`config.mk`:
```
export PLATFORM = sky130hd
export DESIGN_NAME = dsm_queue
export DESIGN_NICKNAME = d
export VERILOG_FILES = /design/src/rtl/core/dsm_pkg.sv /design/src/rtl/core/dsm_queue.sv
export SDC_FILE = /design/constraint.sdc
export NUM_CORES = 1
export LEC_CHECK = 0
export BUFFER_PORTS_ARGS = -buffer_cell sky130_fd_sc_hd__buf_2
export CAP_MARGIN = 20
export CORE_MARGIN = 5
export CORE_UTILIZATION = 52
export DETAILED_ROUTE_END_ITERATION = 10
export PLACE_DENSITY_LB_ADDON = 0.05
export SLEW_MARGIN = 15
export SYNTH_ARGS = -nofsm -noshare
export SYNTH_HDL_FRONTEND = slang
export SYNTH_SLANG_ARGS = --single-unit
```
`constraint.sdc`:
```
create_clock -name i_clk -period 3.7 [get_ports i_clk]
set_clock_uncertainty 0.05 [all_clocks]
set_input_delay 0.37 -clock i_clk [delete_from_list [all_inputs] [get_ports i_clk]]
set_output_delay 0.37 -clock i_clk [all_outputs]
set_load 0.05 [all_outputs]
```
`src/rtl/core/dsm_pkg.sv`:
```
`timescale 1ns / 1ps
// dsm_pkg: constants, types and the job record of the decimal schoolbook multiplier
// no dependencies; used by every other file of the block

package dsm_pkg;

    localparam int DSM_OPD    = 10;                       // decimal digits kept per operand
    localparam int DSM_OPW    = 31;                       // operand width
    localparam int DSM_DGW    = 4;                        // width of one decimal digit
    localparam int DSM_LW     = $clog2(DSM_OPD + 1);      // digit count width
    localparam int DSM_IW     = (DSM_OPD > 1) ? $clog2(DSM_OPD) : 1;
    localparam int DSM_PD     = 2 * DSM_OPD + 1;          // product store depth
    localparam int DSM_PW     = $clog2(DSM_PD);
    localparam int DSM_MAXR   = 19;                       // most digits sent per request
    localparam int DSM_CW     = $clog2(DSM_MAXR);
    localparam int DSM_QDEPTH = 2;
    localparam int DSM_QPW    = (DSM_QDEPTH > 1) ? $clog2(DSM_QDEPTH) : 1;
    localparam int DSM_QCW    = $clog2(DSM_QDEPTH + 1);

    localparam logic [31:0] DSM_RECIP = 32'hCCCC_CCCD;   // ceil(2^35 / 10)

    typedef logic [DSM_DGW-1:0] t_digit;
    typedef t_digit [DSM_OPD-1:0] t_dvec;

    typedef struct packed {
        logic               zero;
        logic [DSM_LW-1:0]  la;
        logic [DSM_LW-1:0]  lb;
        t_dvec              da;
        t_dvec              db;
    } t_job;

    typedef enum logic [1:0] {
        F_IDLE  = 2'b01,
        F_SPLIT = 2'b10
    } t_fstate;

    typedef enum logic [3:0] {
        B_IDLE  = 4'b0001,
        B_MUL   = 4'b0010,
        B_STRIP = 4'b0100,
        B_EMIT  = 4'b1000
    } t_bstate;

endpackage

```
`src/rtl/core/dsm_queue.sv`:
```
`timescale 1ns / 1ps
// dsm_queue: short job queue between the digit splitter and the multiplier
// depends on dsm_pkg

module dsm_queue (
    input  logic                 i_clk,
    input  logic                 i_rst_n,
    input  logic                 i_push_valid,
    output logic                 o_push_ready,
    input  dsm_pkg::t_job        i_push_job,
    output logic                 o_pop_valid,
    input  logic                 i_pop_ready,
    output dsm_pkg::t_job        o_pop_job
);

    dsm_pkg::t_job                  r_mem [dsm_pkg::DSM_QDEPTH];
    logic [dsm_pkg::DSM_QPW-1:0]    r_wp;
    logic [dsm_pkg::DSM_QPW-1:0]    r_rp;
    logic [dsm_pkg::DSM_QCW-1:0]    r_cnt;
    logic                           w_push;
    logic                           w_pop;

    function automatic logic [dsm_pkg::DSM_QPW-1:0] ptr_inc(
        input logic [dsm_pkg::DSM_QPW-1:0] p
    );
        if (p == dsm_pkg::DSM_QPW'(dsm_pkg::DSM_QDEPTH - 1)) begin
            return '0;
        end
        return p + dsm_pkg::DSM_QPW'(1);
    endfunction

    assign o_push_ready = (r_cnt != dsm_pkg::DSM_QCW'(dsm_pkg::DSM_QDEPTH));
    assign o_pop_valid  = (r_cnt != '0);
    assign o_pop_job    = r_mem[r_rp];
    assign w_push       = i_push_valid && o_push_ready;
    assign w_pop        = o_pop_valid && i_pop_ready;

    always_ff @(posedge i_clk) begin
        if (!i_rst_n) begin
            r_wp  <= '0;
            r_rp  <= '0;
            r_cnt <= '0;
        end else begin
            if (w_push) begin
                r_wp <= ptr_inc(r_wp);
            end
            if (w_pop) begin
                r_rp <= ptr_inc(r_rp);
            end
            if (w_push && !w_pop) begin
                r_cnt <= r_cnt + dsm_pkg::DSM_QCW'(1);
            end else if (w_pop && !w_push) begin
                r_cnt <= r_cnt - dsm_pkg::DSM_QCW'(1);
            end
        end
    end

    always_ff @(posedge i_clk) begin
        if (w_push) begin
            r_mem[r_wp] <= i_push_job;
        end
    end

endmodule

```
==> results by group <==
Detailed routing
  • Post-DR vias/cell: around 4.9
  • Antenna viol nets, final: 0
  • First drt pass iteration count: 4
  • Max layer used: met5
  • Post-DR wirelength/cell: around 18 microns
  • Wl on met1: ~4.8 mm
  • Post-Route WL: ~12 mm
  • Routed wl met2: between 5 and 6 mm
  • DR iter-0 viols: between 150 and 200
  • Number of remaining DRC errors: 0
  • Routed wl met3: between 1 and 1.5 mm
  • Routed via count: 3,364

Final layout
  • Sequential Area: ~5400 sq um
  • Area grow syn2layout: 25.1%
  • Post-route cell area: approximately 8400 sq um
  • Commonest cells after routing, fill and taps aside: 183 x buf_2, 178 x edfxtp_1, 79 x mux2_2
  • Area occupied by multi-input gates: roughly 1200 sq um
  • Commonest non-fill, non-tap cell in the layout: buf_2
  • Fillers: ~940
  • Antenna Cells: 0
  • Final nets: roughly 590
  • Layout cell share with drive strength beyond 1: between 50% and 60%

Global routing
  • Initial antenna violation count: 1
  • First-pass GRT wire length: around 18 mm
  • Vias in the first global route: between 3,000 and 4,000
  • Tot GR Track Use: 16.4%
  • Largest net degree at the start of global routing: 48
  • Grt ovf: 0

Clock tree
  • Post-CTS Setup Bufs: 0
  • CTS tree: yes
  • TritonCTS Buffers: 17
  • CTS clock-pin slew for the worst setup and hold paths: 60 ps
  • CTS Hold Bufs: 0
  • H-tree levels: 4
  • CTS Root Cell: clkbuf_16
  • # clock sinks: roughly 180
  • Clk buf depth: 2
  • Worst-Skew Late Latency: ~410 ps
  • Post-CTS resize count: 0

Power
  • IR drop worst, VDD: roughly 500 uV
  • Net Sw Frac: a little over a third
  • Pleak: about 3.1 nW
  • Reg power frac: 40.8%
  • Internal: 0.00428 W
  • Clock power frac: between 20% and 30%
  • Overall power: 0.00668 W
  • Switch Pwr: around 0.0024 W
  • Logic gate share of total power: about a third
  • PwrDens: 798 nW/um^2

Yosys
  • Synth Cell Area: between 6000 and 7000 sq um
  • Syn. warnings: 0
  • Seq/Total Area, Yosys: 81.3%
  • Post-synthesis register bit count: between 150 and 200
  • Syn avg cell area: roughly 22 sq um
  • Number of standard cells after synthesis: between 300 and 400
  • Unique masters post-synth: 21
  • Syn Nets: a little under 400

Worst setup path
  • Crit end category: primary output
  • Kind of critical path: flop to primary output
  • CP arrival: around 2200 ps
  • RR Startpoint: r_cnt[0]
  • Setup slack, reg-to-reg: 1520 ps
  • Crit path max fanout: 47
  • CP Data Required Time: around 3300 ps
  • Crit start category: flop

Die
  • Site Rows: slightly above 40
  • Die X: 123 microns
  • I/O pins: roughly 180
  • Core area: ~13,000 sq um
  • Die height: roughly 120 microns
  • Starting Density: a little over half
  • Die footprint: 15,200 sq um

Outcome
  • Status: finished clean

Placement
  • I/O Buffers: roughly 180
  • DPL Wire Length: ~8.2 mm
  • Routability cong.: about 0.73
  • Dpl cell area: a little under 8000 sq um
  • Worst slack, placed: approximately 1500 ps

Timing
  • Rel. slew slack: 53.4%
  • Setup TNS: 0 ps
  • Final Hold Viols: 0
  • Period utilization: between 60% and 70%
  • Setup repair after global routing missed its margin: no
  • Finish-stage setup viols: 0
  • Final hold slack: between 80 and 90 ps
  • Actual slew at the worst max-slew pin: approximately 700 ps
  • Min Tclk post-route: approximately 2600 ps
  • Pins Over Slew Limit: 0
  • Highest Clock Rate: 0.390 GHz
  • Worst setup margin: 1130 ps

Hold path
  • Hold Path Class: input port to flop
  • Worst min-delay path startpoint: i_push_job[55]

Flow run
  • Max Cap Viol: 0
==> synth_stat cells (all sizes together) <==
cell type  number  area share, %
mux2           89             16
and3            1          0.093
inv             1          0.056
and2            4           0.37
nand3b          1           0.11
xor2            1           0.13
o21ai           2           0.15
or2             1          0.093
xnor2           2           0.26
buf            10            1.0
nand2b          1           0.21
a21bo           1           0.15
dfxtp           5            1.5
ha              1           0.19
or3             1          0.093
a21boi          2           0.22
edfxtp        178             80
==> final timing paths <==
path,endpoint,cells past startpoint
max,o_pop_job[54],3
max reg2reg,r_mem[0][82],4
min,r_mem[0][55],1
min reg2reg,r_cnt[1],2
==> through the flow <==
stage	instances	utilization, %
after global routing	683	66.4
final	683	66.4
after detailed placement	651	62.0
after global placement	651	62.0
after CTS	683	66.4
after floorplan	301	-
==> power by group through the flow <==
stage	clock (W)	sequential [W]	combinational, W
3_5_place_dp	0	0.00278	0.00228
5_1_grt	0.00184	0.00276	0.00238
4_1_cts	0.00173	0.00274	0.00229
3_3_place_gp	0	0.00277	0.00227
6_report	0.00170	0.00273	0.00226
2_1_floorplan	0	0.00270	0.00188
==> cell families (layout without fill, tap and decap cells) <==
kind of cell | count (synthesis) | in the layout | share of synthesized area, %
mux | 89 | 89 | 15.5
fa+ha+maj | 1 | 1 | 0.187
flops | 183 | 183 | 81.3
buf+inv | 11 | 221 | 1.08
simple gates | 9 | 9 | 0.972
compound gates | 5 | 5 | 0.523
xor+xnor | 3 | 3 | 0.392
==> routing by layer <==
layer  vias to the layer above  track usage (%)
li1                       1584                -
met1                      1620             19.7
met2                       135             25.8
met3                        23             7.27
met4                         2             7.06
met5                         -                0
==> critical path, cell delays in order (launching register included) <==
cell and delay (ps):
dfxtp_4 780, buf_12 340, mux2_2 390, buf_2 210
==> flip-flops by register name (all words and copies together) (netlist names), named ones only <==
| name | count |
|---|---|
| r_rp | 1 |
| r_mem | 178 |
| r_wp | 1 |
| r_cnt | 2 |
==> cell type report <==
cell class                      count  area share (%)
Inverter                            1          0.0598
Clock buffer                       28            5.81
Timing Repair Buffer              188            11.5
Multi-Input combinational cell    107            14.1
Tap cell                          172            2.57
Clock inverter                      4           0.837
Sequential cell                   183            65.1
Power figures use the tool's default switching activity.
